$ cat src/hw/rtl/centered_window_count_sum_top_defines.svh
// assertion macros for the centered window count sum block
// expects clk and rst_n in the scope of use
`ifndef CENTERED_WINDOW_COUNT_SUM_TOP_DEFINES_SVH
`define CENTERED_WINDOW_COUNT_SUM_TOP_DEFINES_SVH

// condition holds at every clock edge out of reset
`define CWCS_ASSERT_ALWAYS(label, cond, msg) \
    label: assert property (@(posedge clk) disable iff (!rst_n) (cond)) else $error(msg);

// consequent holds in the same cycle as the antecedent
`define CWCS_ASSERT_IMPL(label, ante, cons, msg) \
    label: assert property (@(posedge clk) disable iff (!rst_n) (ante) |-> (cons)) \
        else $error(msg);

`endif

$ cat src/hw/rtl/cwcs_ram.sv
// generic simple dual port ram, one write and one registered read port
// no dependencies
module cwcs_ram #(
    parameter int WIDTH = 8,
    parameter int DEPTH = 2
) (
    input  logic                     clk,
    input  logic                     we,
    input  logic [$clog2(DEPTH)-1:0] waddr,
    input  logic [WIDTH-1:0]         wdata,
    input  logic                     re,
    input  logic [$clog2(DEPTH)-1:0] raddr,
    output logic [WIDTH-1:0]         rdata
);

    logic [WIDTH-1:0] mem [DEPTH];
    logic [WIDTH-1:0] rdata_reg;

    always_ff @(posedge clk)
    begin
        if (we)
        begin
            mem[waddr] <= wdata;
        end
        if (re)
        begin
            rdata_reg <= mem[raddr];
        end
    end

    assign rdata = rdata_reg;

endmodule

$ cat config.mk
export PLATFORM = sky130hd
export DESIGN_NAME = cwcs_ram
export DESIGN_NICKNAME = d
export VERILOG_FILES = /design/src/hw/rtl/centered_window_count_sum_top_defines.svh /design/src/hw/rtl/cwcs_ram.sv
export SDC_FILE = /design/constraint.sdc
export NUM_CORES = 1
export LEC_CHECK = 0
export BUFFER_PORTS_ARGS = -buffer_cell sky130_fd_sc_hd__buf_2
export CAP_MARGIN = 40
export CORE_ASPECT_RATIO = 1.5
export CORE_MARGIN = 5
export CORE_UTILIZATION = 35
export CTS_BUF_LIST = sky130_fd_sc_hd__clkbuf_2 sky130_fd_sc_hd__clkbuf_4 sky130_fd_sc_hd__clkbuf_8
export CTS_CLUSTER_DIAMETER = 100
export DETAILED_ROUTE_END_ITERATION = 12
export PLACE_DENSITY = 0.66
export SKIP_LAST_GASP = 1
export SYNTH_ARGS = -nofsm -noshare
export SYNTH_HDL_FRONTEND = slang
export SYNTH_SLANG_ARGS = --single-unit
$ cat constraint.sdc
create_clock -name clk -period 1.4 [get_ports clk]
set_clock_uncertainty 0.1 [all_clocks]
set_input_delay 0.28 -clock clk [delete_from_list [all_inputs] [get_ports clk]]
set_output_delay 0.28 -clock clk [all_outputs]
set_load 0.05 [all_outputs]
[After elaboration in Yosys (flattened, before gate mapping)]
Memories as Yosys holds them, arrays and structs flattened. A register that Yosys moved wholly into a read port is not among the register bits.
Index checks and enable logic that the tools add are counted.
Storage, ports and cells
  register bits: 0
  bits in writable memories: 16
  word-level logic and storage cells: 3
  input bits: 13
  memories kept: 1
  output and inout port bits: 8
Memories
  mem: depth 2, bits a word 8, read ports 1, clocked after Yosys merged registers in 1, write ports 1, line cwcs_ram.sv:16  | logic [WIDTH-1:0] mem [DEPTH];
Operators by class
  mux-type cells: 2
Operator list (count)
  1-bit two-way mux: 2

[Longest topological paths before layout]
Gate-level depths: netlist (run 1).
  depth after elaboration: 2
  mapped depth: 2
  mapped depth without buffers: 1

[Least setup slack after synthesis (run 1)]
Ideal clock, no wire load.
  path kind: in2reg
  from: input we
  to: memory mem[0][0], enable pin
  stages: 1
  path buffers: 0
  required time: 0.927 ns
  arrival: 0.700 ns
  path slack: 0.227 ns
  cells stage by stage: nor2b_1
Between the ends
  longest elaborated chain between the ends: 2
Ends and longest elaborated chain
  start: declaration: line cwcs_ram.sv:8  | input logic we,
  1-bit two-way mux: line cwcs_ram.sv:21  | if (we)
  1-bit two-way mux (implied by the code): line cwcs_ram.sv:23  | mem[waddr] <= wdata;
  end: declaration: line cwcs_ram.sv:16
Every way passes these cells.

[Worst setup path after layout (run 1)]
  from: register rdata_reg[5], in the netlist rdata[5] (read register of mem)
  to: output rdata[5]
RTL lines
  start: declaration: line cwcs_ram.sv:17  | logic [WIDTH-1:0] rdata_reg;
  end: declaration: line cwcs_ram.sv:13  | output logic [WIDTH-1:0] rdata
No word-level cell between the ends.

==> results.sh, run 1 <==
export IMPL_vias=382
export IMPL_antenna_left=0
export IMPL_drive_gt1_frac=0.542
export IMPL_critPathBufInv=1
export IMPL_core_um2=2420
export IMPL_insertedDiodeCount=0
export IMPL_regArea_um2=721
export IMPL_intPower_mw=1.01
export IMPL_status="complete, no violations"
export IMPL_cts_root_buf="clkbuf_4"
export IMPL_yosysWarnings=0
export IMPL_dpl_cell_area_um2=991
export IMPL_start_util=0.357
export IMPL_crit_family="flip-flops"
export IMPL_final_area_um2=1020
export IMPL_swShare=0.221
export IMPL_postSynthCellCount=35
export IMPL_max_vdd_ir_drop_mv=0.553
export IMPL_cp_arrival_ps=890
export IMPL_cts_hold_fix_buffers=0
export IMPL_worstSetupEndpointType="output pin"
export IMPL_track_usage=0.0627
export IMPL_crit_fanout=1
export IMPL_slew_violations=0
export IMPL_pwr_share_seq=0.663
export IMPL_place_congestion=0.607
export IMPL_tns_ps=0
export IMPL_post_cts_buffers=0
export IMPL_cts_tree="done"
export IMPL_crit_type="reg2out"
export IMPL_die_h_um=70.9
export IMPL_h_tree_depth=1
export IMPL_synth_seq_cells=24
export IMPL_largest_reg_flops=16
export IMPL_syn2layout_area_growth_pct=17.7
export IMPL_max_freq_ghz=0.787
export IMPL_syn_area_um2=865
export IMPL_start_kind="register"
export IMPL_drc=0
export IMPL_period_minus_slack_ps=1270
export IMPL_antenna_found_initial=0
export IMPL_synth_nets=48
export IMPL_p_per_area_nw_per_um2=1270
export IMPL_drtIter0Drc=6
export IMPL_relSlewSlack=0.748
export IMPL_io_pins=21
export IMPL_grt_max_degree=14
export IMPL_maxCapViolCount=0
export IMPL_avgSynthCellArea_um2=24.7
export IMPL_fp_dieArea_um2=3580
export IMPL_clock_latency_ps=300
export IMPL_io_buffer_count=20
export IMPL_rows=22
export IMPL_path_cells="buf_2"
export IMPL_finalSetupViolations=0
export IMPL_hold_viol_final=0
export IMPL_clockBufferDepth=2
export IMPL_finalNetCount=73
export IMPL_slowest_stage="edfxtp_1"
export IMPL_multi_input_area_um2=133
export IMPL_slowest_delay_ps=340
export IMPL_yosysSeqAreaShare=0.834
export IMPL_worst_pin_slew_ps=378
export IMPL_grt_setup_unrepaired="no"
export IMPL_die_x_um=50.6
export IMPL_vias_per_cell=4.60
export IMPL_hp_class="in2reg"
export IMPL_period_share=0.907
export IMPL_detail_route_first_pass_iterations=3
export IMPL_n_fill_cell=225
export IMPL_leakagePower_nw=0.398
export IMPL_critPathRequiredTime_ps=1020
export IMPL_grt_pass1_wl_um=1640
export IMPL_detail_route_wl_per_cell_um=12.3
export IMPL_totalWireLength_um=1020
export IMPL_overflow=0
export IMPL_p_sw_uw=286
export IMPL_synth_cell_types=5
export IMPL_clkTransAtPathRegs_ps=120
export IMPL_grt_pass1_vias=373
export IMPL_cts_sinks=24
export IMPL_p_total_mw=1.29
export IMPL_cts_repair_resized=0
export IMPL_numCtsBuffers=3
export IMPL_power_share_clock=0.219
export IMPL_p_comb_frac=0.118
## worst paths after layout
path | start | end | slack (ps) | cells after the start
max | rdata[5] | rdata[5] | 130 | 1
min | wdata[0] | mem[1][0] | 60 | 1
max reg2reg | mem[0][3] | rdata[3] | 400 | 1
min reg2reg | mem[0][6] | rdata[6] | 460 | 1
## cell usage in the layout, fill, tap and decap left out
cell	netlist	routed
edfxtp_1	24	24
buf_2	0	20
mux2_4	8	8
clkbuf_4	0	3
nor2b_1	1	1
and2_1	1	1
clkinv_1	0	1
buf_4	0	1
## cells by family after synthesis
| family | after synthesis | synth area share |
|---|---|---|
| flops | 24 | 0.834 |
| buf+inv | 1 | 0.0130 |
| simple gates | 2 | 0.0145 |
| mux | 8 | 0.139 |
## final cells by class
type                    count  share of cell area
repair buffers             21               0.106
clock inverters             1             0.00369
well taps                  24              0.0295
flip-flops and latches     24               0.708
multi-input cells          10               0.130
clock buffers               3              0.0221
## through the flow
| step | cells | utilization | hold WS (ps) | setup WS [ps] |
|---|---|---|---|---|
| 2_1_floorplan | 35 | - | 279 | 227 |
| 3_3_place_gp | 79 | 0.409 | 370 | 205 |
| 3_5_place_dp | 79 | 0.409 | 374 | 184 |
| 4_1_cts | 83 | 0.420 | 46.9 | 106 |
| 5_1_grt | 83 | 0.420 | 49.0 | 69.5 |
| 6_report | 83 | 0.420 | 59.6 | 130 |
## synth_stat cells
master / instances / area share
mux2_4: 8 / 0.14
nor2b_1: 1 / 0.0072
edfxtp_1: 24 / 0.83
buf_6: 1 / 0.013
and2_1: 1 / 0.0072
## power by group through the flow
stage | clock network (mW) | logic (mW) | registers (mW)
after floorplan | 0 | 0.0491 | 0.936
after global placement | 0 | 0.150 | 0.874
after detailed placement | 0 | 0.154 | 0.876
after CTS | 0.302 | 0.154 | 0.860
after global routing | 0.319 | 0.162 | 0.864
final | 0.283 | 0.152 | 0.858
## per-layer routing
| layer | share of wire | vias to the layer above | global-route usage |
|---|---|---|---|
| met2 | 0.57 | 16 | 0.101 |
| met4 | 0.023 | 0 | 0.0682 |
| met5 | 0 | - | 0 |
| met3 | 0.089 | 2 | 0.0147 |
| li1 | - | 185 | - |
| met1 | 0.31 | 179 | 0.0591 |
Power figures use the tool's default switching activity.
==> run 2, diff against run 1 <==
--- a/config.mk
+++ b/config.mk
@@ -7,13 +7,12 @@
 export LEC_CHECK = 0
 export BUFFER_PORTS_ARGS = -buffer_cell sky130_fd_sc_hd__buf_2
 export CAP_MARGIN = 40
-export CORE_ASPECT_RATIO = 1.5
 export CORE_MARGIN = 5
-export CORE_UTILIZATION = 35
+export CORE_UTILIZATION = 53
 export CTS_BUF_LIST = sky130_fd_sc_hd__clkbuf_2 sky130_fd_sc_hd__clkbuf_4 sky130_fd_sc_hd__clkbuf_8
 export CTS_CLUSTER_DIAMETER = 100
 export DETAILED_ROUTE_END_ITERATION = 12
-export PLACE_DENSITY = 0.66
+export PLACE_DENSITY = 0.89
 export SKIP_LAST_GASP = 1
 export SYNTH_ARGS = -nofsm -noshare
 export SYNTH_HDL_FRONTEND = slang
==> results.sh, run 2 (synthesis results as in run 1) <==
export IMPL_drtIter0Drc=3
export IMPL_antenna_found_initial=0
export IMPL_final_common_cell="edfxtp_1"
export IMPL_tns_ps=0
export IMPL_path_cells="buf_2"
export IMPL_clkTransAtPathRegs_ps=130
export IMPL_insertedDiodeCount=0
export IMPL_min_from="wdata[0]"
export IMPL_cts_hold_fix_buffers=0
export IMPL_p_total_mw=1.50
export IMPL_syn2layout_area_growth_pct=19.5
export IMPL_overflow=0
export IMPL_h_tree_depth=1
export IMPL_drive_gt1_frac=0.559
export IMPL_core_um2=1520
export IMPL_rrSetupSlack_ps=400
export IMPL_cts_repair_resized=0
export IMPL_finalSetupViolations=0
export IMPL_critPathBufInv=1
export IMPL_clockBufferDepth=2
export IMPL_critPathRequiredTime_ps=1020
export IMPL_numCtsBuffers=3
export IMPL_io_buffer_count=20
export IMPL_place_congestion=0.617
export IMPL_worst_pin_slew_ps=350
export IMPL_largest_reg_flops=16
export IMPL_die_x_um=50.4
export IMPL_rows=14
export IMPL_detail_route_first_pass_iterations=2
export IMPL_grt_pass1_wl_um=1620
export IMPL_start_util=0.567
export IMPL_cts_tree="done"
export IMPL_grt_pass1_vias=377
export IMPL_hold_viol_final=0
export IMPL_crit_type="reg2out"
export IMPL_vias_per_cell=5.00
export IMPL_clock_latency_ps=310
export IMPL_fp_dieArea_um2=2540
export IMPL_worstSetupEndpointType="output pin"
export IMPL_grt_setup_unrepaired="no"
export IMPL_detail_route_wl_per_cell_um=13.8
export IMPL_slowest_delay_ps=340
export IMPL_max_vdd_ir_drop_mv=0.858
export IMPL_worstReg2RegStart="mem[0][6]"
export IMPL_crit_start="rdata[3]"
export IMPL_finalNetCount=73
export IMPL_post_cts_buffers=0
export IMPL_finalWorstSetupSlack_ps=111
export IMPL_hp_class="in2reg"
export IMPL_slew_violations=0
export IMPL_io_pins=21
export IMPL_final_cell_mix="edfxtp_1, buf_2, mux2_4"
export IMPL_met2_usage=0.132
export IMPL_vias=375
export IMPL_status="complete, no violations"
export IMPL_grtUsageMet3=0.0385
export IMPL_maxCapViolCount=0
export IMPL_p_per_area_nw_per_um2=1450
export IMPL_grt_max_degree=15
export IMPL_cts_root_buf="clkbuf_4"
export IMPL_crit_family="flip-flops"
export IMPL_period_share=0.921
export IMPL_die_h_um=50.4
export IMPL_drc=0
export IMPL_cp_arrival_ps=910
export IMPL_start_kind="register"
export IMPL_max_freq_ghz=0.776
export IMPL_antenna_left=0
export IMPL_cts_sinks=24
export IMPL_crit_fanout=1
export IMPL_grt_busiest_layer="met2"
export IMPL_period_minus_slack_ps=1290
export IMPL_totalWireLength_um=1040
export IMPL_slowest_stage="edfxtp_1"
export IMPL_leakagePower_nw=0.411
export IMPL_pre_cts_ws_ps=191
export IMPL_met1_usage=0.108
export IMPL_track_usage=0.0909
export IMPL_relSlewSlack=0.767
-- run 2: cell count changes in the layout (fill, tap and decap cells not counted), sizes merged --
cell	before	now
bufinv	0	1
clkinv	1	0
-- run 2: power breakdown --
group / total [mW] / switching [mW] / internal (mW)
clock: 0.488 / 0.198 / 0.289
sequential: 0.859 / 0.0117 / 0.848
combinational: 0.152 / 0.0951 / 0.0567
-- run 2: path summary, 6_finish.rpt --
kind | end | depth (start not counted)
worst max register to register | rdata[6] | 1
worst min-delay path | mem[1][0] | 1
worst min register to register | rdata[2] | 1
worst max-delay path | rdata[3] | 1
-- run 2: layout make-up --
| type | instances | area, µm² |
|---|---|---|
| fill | 100 | 490 |
| clock inverter | 1 | 30.0 |
| timing repair buffer | 21 | 108 |
| multi-input combinational | 10 | 133 |
| sequential | 24 | 721 |
| tap | 16 | 20.0 |
| clock buffer | 3 | 22.5 |
-- run 2: through the flow --
step	util	cells	area (µm²)	hold slack, ps
after CTS	0.678	75	1030	31.3
after global placement	0.644	71	981	367
after detailed placement	0.644	71	981	371
after global routing	0.678	75	1030	22.6
after floorplan	-	35	865	279
final	0.678	75	1030	46.5
-- run 2: metal layers --
| layer | up-vias | routed length, µm |
|---|---|---|
| met1 | 164 | 427 |
| met4 | 0 | 19 |
| met3 | 2 | 143 |
| li1 | 187 | - |
| met2 | 22 | 446 |
| met5 | - | 0 |
==> run 3, diff against run 2 <==
--- a/config.mk
+++ b/config.mk
@@ -12,7 +12,8 @@
 export CTS_BUF_LIST = sky130_fd_sc_hd__clkbuf_2 sky130_fd_sc_hd__clkbuf_4 sky130_fd_sc_hd__clkbuf_8
 export CTS_CLUSTER_DIAMETER = 100
 export DETAILED_ROUTE_END_ITERATION = 12
-export PLACE_DENSITY = 0.89
+export PLACE_DENSITY = 0.79
+export SKIP_CTS_REPAIR_TIMING = 1
 export SKIP_LAST_GASP = 1
 export SYNTH_ARGS = -nofsm -noshare
 export SYNTH_HDL_FRONTEND = slang
==> results.sh, run 3 (synthesis results as in run 1) <==
export IMPL_final_util=0.661
export IMPL_overflow=0
export IMPL_core_um2=1520
export IMPL_tns_ps=0
export IMPL_cp_arrival_ps=900
export IMPL_relSlewSlack=0.766
export IMPL_dpl_cell_area_um2=981
export IMPL_max_freq_ghz=0.780
export IMPL_vias=374
export IMPL_io_buffer_count=20
export IMPL_final_common_cell="edfxtp_1"
export IMPL_h_tree_depth=1
export IMPL_period_minus_slack_ps=1280
export IMPL_hp_class="in2reg"
export IMPL_grt_setup_unrepaired="no"
export IMPL_period_share=0.916
export IMPL_final_area_um2=1010
export IMPL_io_pins=21
export IMPL_start_kind="register"
export IMPL_detail_route_first_pass_iterations=3
export IMPL_syn2layout_area_growth_pct=16.5
export IMPL_totalWireLength_um=975
export IMPL_grt_pass1_vias=391
export IMPL_critPathBufInv=1
export IMPL_detail_route_wl_per_cell_um=13.0
export IMPL_worstSetupEndpointType="output pin"
export IMPL_worst_pin_slew_ps=351
export IMPL_finalSetupViolations=0
export IMPL_drc=0
export IMPL_final_cell_mix="edfxtp_1, buf_2, mux2_4"
export IMPL_maxCapViolCount=0
export IMPL_cts_sinks=24
export IMPL_cts_root_buf="clkbuf_4"
export IMPL_die_x_um=50.4
export IMPL_p_per_area_nw_per_um2=1280
export IMPL_clockBufferDepth=2
export IMPL_rows=14
export IMPL_finalNetCount=73
export IMPL_drive_gt1_frac=0.542
export IMPL_crit_family="flip-flops"
export IMPL_path_cells="buf_2"
export IMPL_antenna_left=0
export IMPL_grt_max_degree=14
export IMPL_n_fill_cell=107
export IMPL_numCtsBuffers=3
export IMPL_drtIter0Drc=4
export IMPL_slowest_stage="edfxtp_1"
export IMPL_track_usage=0.0907
export IMPL_fp_dieArea_um2=2540
export IMPL_pre_cts_ws_ps=187
export IMPL_leakagePower_nw=0.398
export IMPL_grt_pass1_wl_um=1670
export IMPL_finalWorstSetupSlack_ps=117
export IMPL_hold_slack_ps=55.3
export IMPL_rrSetupSlack_ps=410
export IMPL_status="complete, no violations"
export IMPL_insertedDiodeCount=0
export IMPL_critPathRequiredTime_ps=1020
export IMPL_place_congestion=0.640
export IMPL_crit_type="reg2out"
export IMPL_slowest_delay_ps=340
export IMPL_clock_latency_ps=300
export IMPL_vias_per_cell=4.99
export IMPL_antenna_found_initial=0
export IMPL_largest_reg_flops=16
export IMPL_clkTransAtPathRegs_ps=120
export IMPL_die_h_um=50.4
export IMPL_slew_violations=0
export IMPL_start_util=0.567
export IMPL_max_vdd_ir_drop_mv=0.759
export IMPL_crit_fanout=1
export IMPL_cts_tree="done"
export IMPL_hold_viol_final=0
run 3: changes by cell type in the layout (fill, tap and decap cells not counted):
cell / previous run / this run
clkinv_1: 0 / 1
bufinv_16: 1 / 0
run 3: through the flow:
| step | total power, mW | cells |
|---|---|---|
| final | 1.29 | 75 |
| after global routing | 1.35 | 75 |
| after CTS | 1.31 | 75 |
| after detailed placement | 1.03 | 71 |
| after global placement | 1.03 | 71 |
| after floorplan | 0.985 | 35 |
run 3: layer usage:
layer  vias up  share of wire  wire [µm]  GRT usage
met4         0          0.026         25     0.0766
met1       162           0.41        396      0.100
met5         -              0          0          0
li1        188              -          -          -
met2        20           0.44        431      0.140
met3         4           0.12        120     0.0296
run 3: final cells by class:
cell class	count	area, µm²	area share
sequential	24	721	0.716
multi-input combinational	10	133	0.132
timing repair buffer	21	108	0.107
clock buffer	3	22.5	0.0224
tap	16	20.0	0.0199
clock inverter	1	3.75	0.00373
run 3: worst paths after layout:
path | startpoint | end | cells past startpoint
worst min register to register | mem[1][4] | rdata[4] | 1
worst max register to register | mem[0][6] | rdata[6] | 1
worst min-delay path | wdata[2] | mem[1][2] | 1
worst max-delay path | rdata[3] | rdata[3] | 1
run 3: report_power, final:
group / switching [mW] / internal (mW)
clock network: 0.180 / 0.104
registers: 0.0111 / 0.848
logic: 0.0941 / 0.0566
total: 0.285 / 1.01
